[src/hw/rtl/rfp_pkg.sv]
// Shared types and constants for the rangefinder frame parser.
`timescale 1ns / 1ps

package rfp_pkg;

  localparam int unsigned BYTE_W     = 8;
  localparam int unsigned FRAME_LEN  = 8;
  localparam int unsigned WIN_DEPTH  = FRAME_LEN - 1;   // bytes held between transactions
  localparam int unsigned FILL_W     = 3;               // holds 0..WIN_DEPTH
  localparam int unsigned SENSOR_BIT = 7;
  localparam int unsigned RANGE_W    = 32;
  localparam int unsigned STATUS_W   = 2;
  localparam int unsigned CFG_IDX_W  = 2;

  localparam logic [BYTE_W-1:0] SYNC_FIRST_RST  = 8'hB4;
  localparam logic [BYTE_W-1:0] SYNC_SECOND_RST = 8'h69;

  localparam logic [CFG_IDX_W-1:0] CFG_SYNC_FIRST  = 2'd0;
  localparam logic [CFG_IDX_W-1:0] CFG_SYNC_SECOND = 2'd1;

  typedef enum logic [STATUS_W-1:0] {
    STATUS_OK       = 2'd0,
    STATUS_SENSOR   = 2'd1,
    STATUS_CHECKSUM = 2'd2
  } frame_status_t;

  typedef struct packed {
    frame_status_t        status;
    logic [RANGE_W-1:0]   range_value;
  } frame_result_t;

  typedef struct packed {
    logic [BYTE_W-1:0] first;
    logic [BYTE_W-1:0] second;
  } sync_cfg_t;

endpackage

[src/hw/rtl/rfp_window.sv]
// Byte window, header match and frame decode.
`timescale 1ns / 1ps

module rfp_window (
  input  logic                          clk,
  input  logic                          rst_n,
  input  logic                          byte_fire,
  input  logic [rfp_pkg::BYTE_W-1:0]    rx_byte,
  input  rfp_pkg::sync_cfg_t            sync_cfg,
  output logic                          res_valid,
  output rfp_pkg::frame_result_t        res
);

  logic [rfp_pkg::BYTE_W-1:0] win_r   [rfp_pkg::WIN_DEPTH];
  logic [rfp_pkg::BYTE_W-1:0] win_nxt [rfp_pkg::WIN_DEPTH];
  logic [rfp_pkg::BYTE_W-1:0] frame   [rfp_pkg::FRAME_LEN];
  logic [rfp_pkg::FILL_W-1:0] fill_r, fill_nxt;
  logic [rfp_pkg::BYTE_W-1:0] chk;
  logic                       full, hdr_ok;

  // Candidate frame: held bytes plus the incoming one.
  always_comb begin
    for (int i = 0; i < int'(rfp_pkg::WIN_DEPTH); i++) begin
      frame[i] = win_r[i];
    end
    frame[rfp_pkg::FRAME_LEN-1] = rx_byte;
  end

  assign full   = (fill_r == rfp_pkg::FILL_W'(rfp_pkg::WIN_DEPTH));
  assign hdr_ok = (frame[0] == sync_cfg.first) && (frame[1] == sync_cfg.second);

  always_comb begin
    chk = '0;
    for (int i = 0; i < int'(rfp_pkg::WIN_DEPTH); i++) begin
      chk = chk ^ frame[i];
    end
  end

  always_comb begin
    win_nxt  = win_r;
    fill_nxt = fill_r;
    if (byte_fire) begin
      if (!full) begin
        for (int i = 0; i < int'(rfp_pkg::WIN_DEPTH); i++) begin
          if (fill_r == rfp_pkg::FILL_W'(i)) begin
            win_nxt[i] = rx_byte;
          end
        end
        fill_nxt = fill_r + 1'b1;
      end else if (hdr_ok) begin
        fill_nxt = '0;
      end else begin
        // resync: drop oldest, keep seven
        for (int i = 0; i < int'(rfp_pkg::WIN_DEPTH); i++) begin
          win_nxt[i] = frame[i+1];
        end
      end
    end
  end

  assign res_valid = byte_fire && full && hdr_ok;

  always_comb begin
    if (chk != frame[rfp_pkg::FRAME_LEN-1]) begin
      res.status      = rfp_pkg::STATUS_CHECKSUM;
      res.range_value = '0;
    end else if (frame[2][rfp_pkg::SENSOR_BIT]) begin
      res.status      = rfp_pkg::STATUS_SENSOR;
      res.range_value = '0;
    end else begin
      res.status      = rfp_pkg::STATUS_OK;
      res.range_value = {frame[3], frame[4], frame[5], frame[6]};
    end
  end

  always_ff @(posedge clk) begin
    if (!rst_n) begin
      fill_r <= '0;
    end else begin
      fill_r <= fill_nxt;
    end
  end

  always_ff @(posedge clk) begin
    win_r <= win_nxt;
  end

endmodule

[src/hw/rtl/rfp_out_buf.sv]
// Result register with skid stage.
`timescale 1ns / 1ps

module rfp_out_buf (
  input  logic                   clk,
  input  logic                   rst_n,
  input  logic                   res_valid,
  input  rfp_pkg::frame_result_t res,
  input  logic                   out_stall,
  output logic                   out_valid,
  output rfp_pkg::frame_result_t out_res,
  output logic                   skid_full
);

  logic                   out_valid_r, out_valid_nxt;
  logic                   skid_valid_r, skid_valid_nxt;
  rfp_pkg::frame_result_t out_r, out_nxt;
  rfp_pkg::frame_result_t skid_r, skid_nxt;
  logic                   out_fire;

  assign out_fire = out_valid_r && !out_stall;

  always_comb begin
    out_valid_nxt  = out_valid_r;
    skid_valid_nxt = skid_valid_r;
    out_nxt        = out_r;
    skid_nxt       = skid_r;
    if (skid_valid_r) begin
      if (out_fire) begin
        out_nxt        = skid_r;
        skid_valid_nxt = 1'b0;
      end
    end else if (res_valid) begin
      if (!out_valid_r || out_fire) begin
        out_nxt       = res;
        out_valid_nxt = 1'b1;
      end else begin
        skid_nxt       = res;
        skid_valid_nxt = 1'b1;
      end
    end else if (out_fire) begin
      out_valid_nxt = 1'b0;
    end
  end

  always_ff @(posedge clk) begin
    if (!rst_n) begin
      out_valid_r  <= 1'b0;
      skid_valid_r <= 1'b0;
    end else begin
      out_valid_r  <= out_valid_nxt;
      skid_valid_r <= skid_valid_nxt;
    end
  end

  always_ff @(posedge clk) begin
    out_r  <= out_nxt;
    skid_r <= skid_nxt;
  end

  assign out_valid = out_valid_r;
  assign out_res   = out_r;
  assign skid_full = skid_valid_r;

endmodule

[src/hw/rtl/rangefinder_frame_parser_top.sv]
// Top level of the rangefinder frame parser.
`timescale 1ns / 1ps
//
// Usage:
// - Input channel (in_valid / in_stall / in_rx_byte): one received serial byte
//   per transaction. Bytes collect in a seven-byte window; the eighth byte
//   completes a candidate frame that is checked against the sync bytes.
// - Header mismatch: oldest byte is dropped, no result. Header match: all
//   eight bytes are consumed and one result transaction is produced.
// - Result channel (out_valid / out_stall / out_frame_status / out_range_value):
//   status OK with big-endian distance from bytes 3..6, sensor error (byte 2
//   bit 7), or checksum error (XOR of bytes 0..6 != byte 7, checked first).
// - Result path: the result is registered, in the skid stage if the output is held.
// - Throughput: one byte per cycle unless stalled; single compare/shift update.
// - Receiver stall: result register plus a one-entry skid stage. in_stall is
//   raised only while the skid holds a result, so input keeps flowing while
//   a single result waits.
// - Reset (rst_n low, synchronous): empty window, empty output, sync bytes
//   back to 0xB4 / 0x69.
// - cfg_we writes cfg_wdata to register cfg_index (0 first sync byte,
//   1 second); other indexes are ignored. Write only while idle.

module rangefinder_frame_parser_top (
  input  logic                             clk,
  input  logic                             rst_n,
  input  logic                             in_valid,
  output logic                             in_stall,
  input  logic [rfp_pkg::BYTE_W-1:0]       in_rx_byte,
  output logic                             out_valid,
  input  logic                             out_stall,
  output logic [rfp_pkg::STATUS_W-1:0]     out_frame_status,
  output logic [rfp_pkg::RANGE_W-1:0]      out_range_value,
  input  logic                             cfg_we,
  input  logic [rfp_pkg::CFG_IDX_W-1:0]    cfg_index,
  input  logic [rfp_pkg::BYTE_W-1:0]       cfg_wdata
);

  rfp_pkg::sync_cfg_t     sync_r, sync_nxt;
  rfp_pkg::frame_result_t res, out_res;
  logic                   in_fire, res_valid, skid_full;

  // Config registers
  always_comb begin
    sync_nxt = sync_r;
    if (cfg_we) begin
      case (cfg_index)
        rfp_pkg::CFG_SYNC_FIRST:  sync_nxt.first  = cfg_wdata;
        rfp_pkg::CFG_SYNC_SECOND: sync_nxt.second = cfg_wdata;
        default:                  sync_nxt        = sync_r;
      endcase
    end
  end

  always_ff @(posedge clk) begin
    if (!rst_n) begin
      sync_r.first  <= rfp_pkg::SYNC_FIRST_RST;
      sync_r.second <= rfp_pkg::SYNC_SECOND_RST;
    end else begin
      sync_r <= sync_nxt;
    end
  end

  assign in_stall = skid_full;
  assign in_fire  = in_valid && !in_stall;

  rfp_window u_window (
    .clk       (clk),
    .rst_n     (rst_n),
    .byte_fire (in_fire),
    .rx_byte   (in_rx_byte),
    .sync_cfg  (sync_r),
    .res_valid (res_valid),
    .res       (res)
  );

  rfp_out_buf u_out_buf (
    .clk       (clk),
    .rst_n     (rst_n),
    .res_valid (res_valid),
    .res       (res),
    .out_stall (out_stall),
    .out_valid (out_valid),
    .out_res   (out_res),
    .skid_full (skid_full)
  );

  assign out_frame_status = out_res.status;
  assign out_range_value  = out_res.range_value;

  // Skid only fills behind an occupied result register.
  a_skid_behind_out: assert property (@(posedge clk) disable iff (!rst_n)
    in_stall |-> out_valid)
    else $error("skid holds a result while output register is empty");

  // Error results never carry a distance.
  a_err_zero_range: assert property (@(posedge clk) disable iff (!rst_n)
    (out_valid && (out_frame_status != rfp_pkg::STATUS_OK)) |-> (out_range_value == '0))
    else $error("error status with nonzero range");

  // A new result only follows an accepted byte.
  a_result_from_input: assert property (@(posedge clk) disable iff (!rst_n)
    $rose(out_valid) |-> $past(in_valid && !in_stall))
    else $error("result appeared without an input transaction");

endmodule
[config.mk]
export PLATFORM = sky130hd
export DESIGN_NAME = rangefinder_frame_parser_top
export DESIGN_NICKNAME = d
export VERILOG_FILES = /design/src/hw/rtl/rfp_pkg.sv /design/src/hw/rtl/rfp_window.sv /design/src/hw/rtl/rfp_out_buf.sv /design/src/hw/rtl/rangefinder_frame_parser_top.sv
export SDC_FILE = /design/constraint.sdc
export NUM_CORES = 1
export LEC_CHECK = 0
export ABC_AREA = 1
export BUFFER_PORTS_ARGS = -buffer_cell sky130_fd_sc_hd__clkbuf_2
export CORE_MARGIN = 3
export CORE_UTILIZATION = 50
export DETAILED_ROUTE_END_ITERATION = 6
export HOLD_SLACK_MARGIN = 0.15
export PLACE_DENSITY = 0.69
export SYNTH_ARGS = -nofsm -noshare
export SYNTH_HDL_FRONTEND = slang
export SYNTH_SLANG_ARGS = --single-unit
[constraint.sdc]
create_clock -name clk -period 3.95 [get_ports clk]
set_input_delay 0 -clock clk [delete_from_list [all_inputs] [get_ports clk]]
set_output_delay 0 -clock clk [all_outputs]
set_load 0.1 [all_outputs]
# Word-level counts from Yosys, hierarchy flattened
# Cells that the tools add are included.
totals:
  output_inout_bits: 36
  memories: 0
  romBits: 0
  wordCells: 98
  latchBits: 0
  inputBits: 23
  ramBits: 0
  ff_bits: 145
op_classes:
  addsub: 1
  eq_ne: 15
  order_cmp: 0
  n_reduce_logical: 34
  muxes: 24
  n_mul: 0
  bitwise_logic: 8
  shifts: 0
  div: 0
ops:
  columns: ["op", "count"]
  rows:
  - ["34-bit 2-to-1 mux", 5]
  - ["56-bit 2-to-1 mux", 2]
  - ["8-bit 2-to-1 mux", 7]
  - ["8-bit XOR", 6]
  - ["33-bit 2-to-1 mux", 1]
  - ["3-bit AND reduction", 10]
  - ["2-bit nonzero test", 10]
  - ["8-bit equality test", 2]
  - ["3-bit equality test (second input constant)", 4]
  - ["8-bit inequality test", 1]
  - ["1-bit 2-to-1 mux", 7]
  - ["3-bit by 2-bit equality test with 1-bit output (second input constant)", 2]
  - ["3-bit 2-to-1 mux", 2]
  - ["2-bit inequality test (second input constant)", 3]
  - ["2-bit AND reduction", 3]
  - ["1-bit logical AND", 5]
  - ["3-bit by 1-bit adder with 3-bit output (second input constant)", 1]
  - ["3-bit by 1-bit equality test with 1-bit output (second input constant)", 1]
  - ["1-bit logical NOT", 3]
  - ["3-bit logical NOT", 1]
  - ["2-bit by 1-bit equality test with 1-bit output (second input constant)", 1]
  - ["2-bit logical NOT", 1]
  - ["2-bit by 1-bit inequality test with 1-bit output (second input constant)", 1]
  - ["1-bit inverter", 2]
  - ["1-bit logical OR", 1]

# Depth between registers and ports, before layout
logic_depth:
  word_depth: 11
  depth_mapped: 17
  depth_no_buf: 16

# By module
# A second synthesis with hierarchy kept.
hier_totals:
  cells_unflattened: 874
  hier_area_um2: 7365.8
modules_own_cells:
  columns: ["module", "instances", "seq_area_each_um2", "area_each_um2", "cells_per_inst"]
  rows:
  - ["rfp_window", 1, 1741.7, 4075.2, 585]
  - ["rfp_out_buf", 1, 2082.0, 2618.8, 197]
  - ["rangefinder_frame_parser_top", 1, 320.3, 671.9, 92]

# Worst setup path before layout
# OpenSTA, ideal clock, no wires.
synth_path:
  path_kind: "register -> register"
  from: "register u_out_buf.skid_valid_r (netlist: u_out_buf.skid_full)"
  to: "register u_out_buf.out_r, in the netlist u_out_buf.out_res[0], enable pin"
  path_slack_ns: 0.407
  setup_time_ns: 0.437
  path_stages_with_launch: 4
  arrival_time_ns: 3.106
  period_less_slack_ns: 3.543
  t_required_ns: 3.513
  path_buffers: 1
  path_cell_list: "dfxtp_1 > clkbuf_1 > nand2_1 > a21oi_1"
synth_between:
  elab_chain_cells: 6
  elab_cells_between_ends: 8
  classes_between: "1 x eq/ne; 7 x reduce/logical"
synth_rtl:
  columns: ["item", "line", "rtl"]
  rows:
  - ["start, declared", "rfp_out_buf.sv:16", "logic skid_valid_r, skid_valid_nxt;"]
  - ["start signal, assigned", "rfp_out_buf.sv:52", "skid_valid_r <= skid_valid_nxt;"]
  - ["1-bit logical NOT", "rangefinder_frame_parser_top.sv:64", "assign in_fire = in_valid && !in_stall;"]
  - ["1-bit logical AND", "rangefinder_frame_parser_top.sv:64", null]
  - ["1-bit logical AND (2 in a row)", "rfp_window.sv:61", "assign res_valid = byte_fire && full && hdr_ok;"]
  - ["2-bit nonzero test (no line)", null, null]
  - ["3-bit AND reduction (no line) *", null, null]
  - ["end signal, assigned", "rfp_out_buf.sv:57", "out_r <= out_nxt;"]
  - ["end, declared", "rfp_out_buf.sv:17", "rfp_pkg::frame_result_t out_r, out_nxt;"]
# Every way passes the cells marked *; elsewhere a longest branch is shown, timed or not.
# A chain may end at the register's enable or synchronous reset.

# Worst setup path after layout
layout_path:
  from: "register u_window.win_r, in the netlist u_window.frame[38]"
  to: "register u_out_buf.skid_r[33] in the netlist's numbering, data pin"
layout_between:
  elab_chain_cells: 6
layout_rtl:
  columns: ["item", "line", "rtl"]
  rows:
  - ["start, declared", "rfp_window.sv:14", "logic [rfp_pkg::BYTE_W-1:0] win_r [rfp_pkg::WIN_DEPTH];"]
  - ["start signal, assigned", "rfp_window.sv:85", "win_r <= win_nxt;"]
  - ["8-bit XOR (4 in a row)", "rfp_window.sv:35", "chk = chk ^ frame[i];"]
  - ["8-bit inequality test", "rfp_window.sv:64", "if (chk != frame[rfp_pkg::FRAME_LEN-1]) begin"]
  - ["34-bit 2-to-1 mux", "rfp_window.sv:64", null]
  - ["end signal, assigned", "rfp_out_buf.sv:58", "skid_r <= skid_nxt;"]
  - ["end, declared", "rfp_out_buf.sv:18", "rfp_pkg::frame_result_t skid_r, skid_nxt;"]
# No other way between the ends.

==> results.yml <==
status:
  status: "complete, no violations"
cts:
  path_clk_slew_ps: 60
  cts_buffer_depth: 2
  postCtsResizedCells: 0
  numCtsBuffers: 17
  clkLatencyLatePin_ps: 420
  root_buffer: "clkbuf_16"
  tritoncts_num_sinks: 145
  htreeDepth: 4
  tritoncts: "yes"
drt:
  vias: 5563
  wl_met3_microns: 869
  routed_via_density: 5.080
  drt-pass1-iter-count: 5
  ant_nets: 0
  wl_met2_microns: 7973
  wl_met1_microns: 7286
  drt-initial-drc-count: 496
  routedWlPerCell_microns: 14.95
  wirelength_microns: 16370
  drc: 0
  highest_layer: "met4"
hold_path:
  hold_path_class: "in -> reg"
global_route:
  grt_util_all_layers: 0.2125
  grt_first_pass_wirelength_microns: 26790
  grt_pass1_vias: 5321
  grt_overflow: 0
  antenna_found_initial: 0
  grt_start_max_net_pins: 55
pwr:
  powerDensity_nw_per_um2: 418.9
  leakage_nw: 3.937
  vdd_ir_drop_max_mv: 0.2704
sta:
  finalSetupTns_ps: 0
  finalHoldViolations: 0
  fmax_ghz: 0.3700
  slew_violations: 0
  finalClockSkew_ps: 7.054
  setup_viol: 0
  tightest_slew_ps: 1076
  timing.slew.headroom: 0.2798
  rsz0062_at_grt: "false"
  layout_min_cycle_time_ps: 2703
  fin_crit_sh: 0.6842
cells_and_area:
  fin_util: 0.6171
  fin_area_sq_um: 8698
  finalNetCount: 933
  drive_gt1_frac: 0.1454
  area_delta_synth_final_pct: 19.02
  n_fill_cell: 1170
  antenna_cells: 0
critical_path:
  cp.required_ps: 4000
  worst_setup_path_end_kind: "register"
  cp_data_arrival_time_ps: 2760
  start_kind: "register"
  crit_fanout: 35
  crit_type: "reg -> reg"
synth:
  ys_warn_count: 0
  synth.avg_cell_area_sq_um: 9.023
  ys_types: 29
  synth-edff-count: 124
  synth-seq-area-share: 0.5670
  syn_area_sq_um: 7308
  synth_cells: 810
  synthFlopType: "edfxtp_1"
  synthesis.nets: 839
  synthArstFlopShare: 0
  ys_seq_elements: 145
run:
  timing.max_cap.violations: 0
floorplanning:
  die-area_sq_um: 16100
  start_util: 0.5185
  pin_count: 59
  floorplan.rows: 43
  core_area_sq_um: 14100
  die_w_microns: 126.9
  dieHeight_microns: 126.9
place:
  place_congestion: 0.8674
  dpl.hpwl_microns: 10820
  io_buffers: 58
  place_area_sq_um: 7719
kinds of logic after synthesis:
kind of cell	synth area share
compound gates	0.04965
xor+xnor	0.03236
simple gates	0.2554
flops	0.5670
fa+ha+maj	0.01027
buf+inv	0.08526
per-stage QoR:
stage          setup slack [ps]  total power [mW]  hold WS (ps)  std cells
3_5_place_dp               1302             1.922         223.4       1029
6_report                   1247             3.643         336.0       1095
4_1_cts                    1288             3.652         327.2       1095
3_3_place_gp               1338             1.917         218.4       1029
5_1_grt                   964.5             3.755         353.8       1095
2_1_floorplan             407.3             1.864         98.87        810
Yosys cell counts, drive strengths merged, types with 2 or more instances:
library cell,instances,area [sq um]
a21oi,13,65.06
buf,7,96.34
clkbuf,18,67.56
clkinv,2,7.510
dfxtp,21,420.4
edfxtp,124,3724
ha,6,75.07
inv,119,451.7
nand2,231,879.6
nand2b,3,18.77
nand3,61,305.3
nand3b,3,22.52
nand4,3,18.77
nor2,107,585.6
o21ai,58,290.3
or2,4,25.02
xnor2,21,183.9
xor2,6,52.55
flip-flops by register name, summed over array words and instances (netlist names):
name,cells
u_out_buf.skid_full,1
u_out_buf.out_valid,1
u_out_buf.skid_r,34
u_out_buf.out_res,34
u_window.fill_r,3
sync_r,16
u_window.frame,56
routing by layer:
| metal | up-vias | track usage |
|---|---|---|
| li1 | 2774 | - |
| met1 | 2605 | 0.2888 |
| met2 | 165 | 0.3462 |
| met3 | 19 | 0.04632 |
| met4 | 0 | 0.05994 |
| met5 | - | 0 |
critical path, stage by stage (launching register included):
cell      delay [ps]
edfxtp_1         380
inv_1            160
nand2_1          100
nand2_1           70
nand2_1           70
nand2_1           90
inv_1             50
nand2_1           70
nand2_1           60
nand2_1           60
nand2_1           40
nor2_1           170
nand2_1          160
nor2_8           430
inv_4            390
power by group:
part | total [mW] | switching (mW) | internal, mW
registers | 1.70 | 0.0217 | 1.68
clock network | 1.72 | 0.617 | 1.11
logic | 0.216 | 0.129 | 0.0873
layout make-up:
| type | count | area (sq um) | share of cell area |
|---|---|---|---|
| Sequential cell | 145 | 4144 | 0.4764 |
| Multi-Input combinational cell | 519 | 2555 | 0.2937 |
| Timing Repair Buffer | 100 | 695.7 | 0.07998 |
| Inverter | 121 | 459.2 | 0.05279 |
| Clock buffer | 18 | 429.2 | 0.04934 |
| Tap cell | 180 | 225.2 | 0.02589 |
| Clock inverter | 12 | 190.2 | 0.02186 |
repair_timing:
action                    in CTS  in global routing
hold buffers                  36                  0
hold endpoints to repair      74                  0
setup buffers                  0                  0
final timing paths:
check                                   startpoint              endpoint  slack [ps]  cells past startpoint
worst max-delay path            u_window.frame[38]  u_out_buf.skid_r[33]        1250                     14
worst min-delay path                 in_rx_byte[3]    u_window.frame[11]         340                      2
worst max register to register  u_window.frame[38]  u_out_buf.skid_r[33]        1250                     14
worst min register to register  u_window.fill_r[0]    u_window.fill_r[0]         520                      1
cell usage in the layout, fill, tap and decap left out:
cell           count
nand2_1          228
edfxtp_1         124
inv_1            117
nor2_1            76
nand3_1           61
clkbuf_2          58
o21ai_0           57
dlygate4sd3_1     36
xnor2_1           21
dfxtp_1           21
nor2_4            19
clkbuf_16         17
a21oi_1           12
nor2_2            11
xor2_1             6
ha_1               6
buf_4              6
bufinv_16          5
or2_2              4
clkinv_2           4
nand4_1            3
nand3b_1           3
nand2b_1           3
clkinv_1           3
nand2_2            2
inv_4              2
nand2_4            1
nor2_8             1
nor4_1             1
nor3_1             1
a21oi_4            1
o21ai_1            1
a21boi_0           1
clkbuf_1           1
inv_6              1
clkinvlp_4         1
Note: power is estimated with default switching activity, not from simulation.
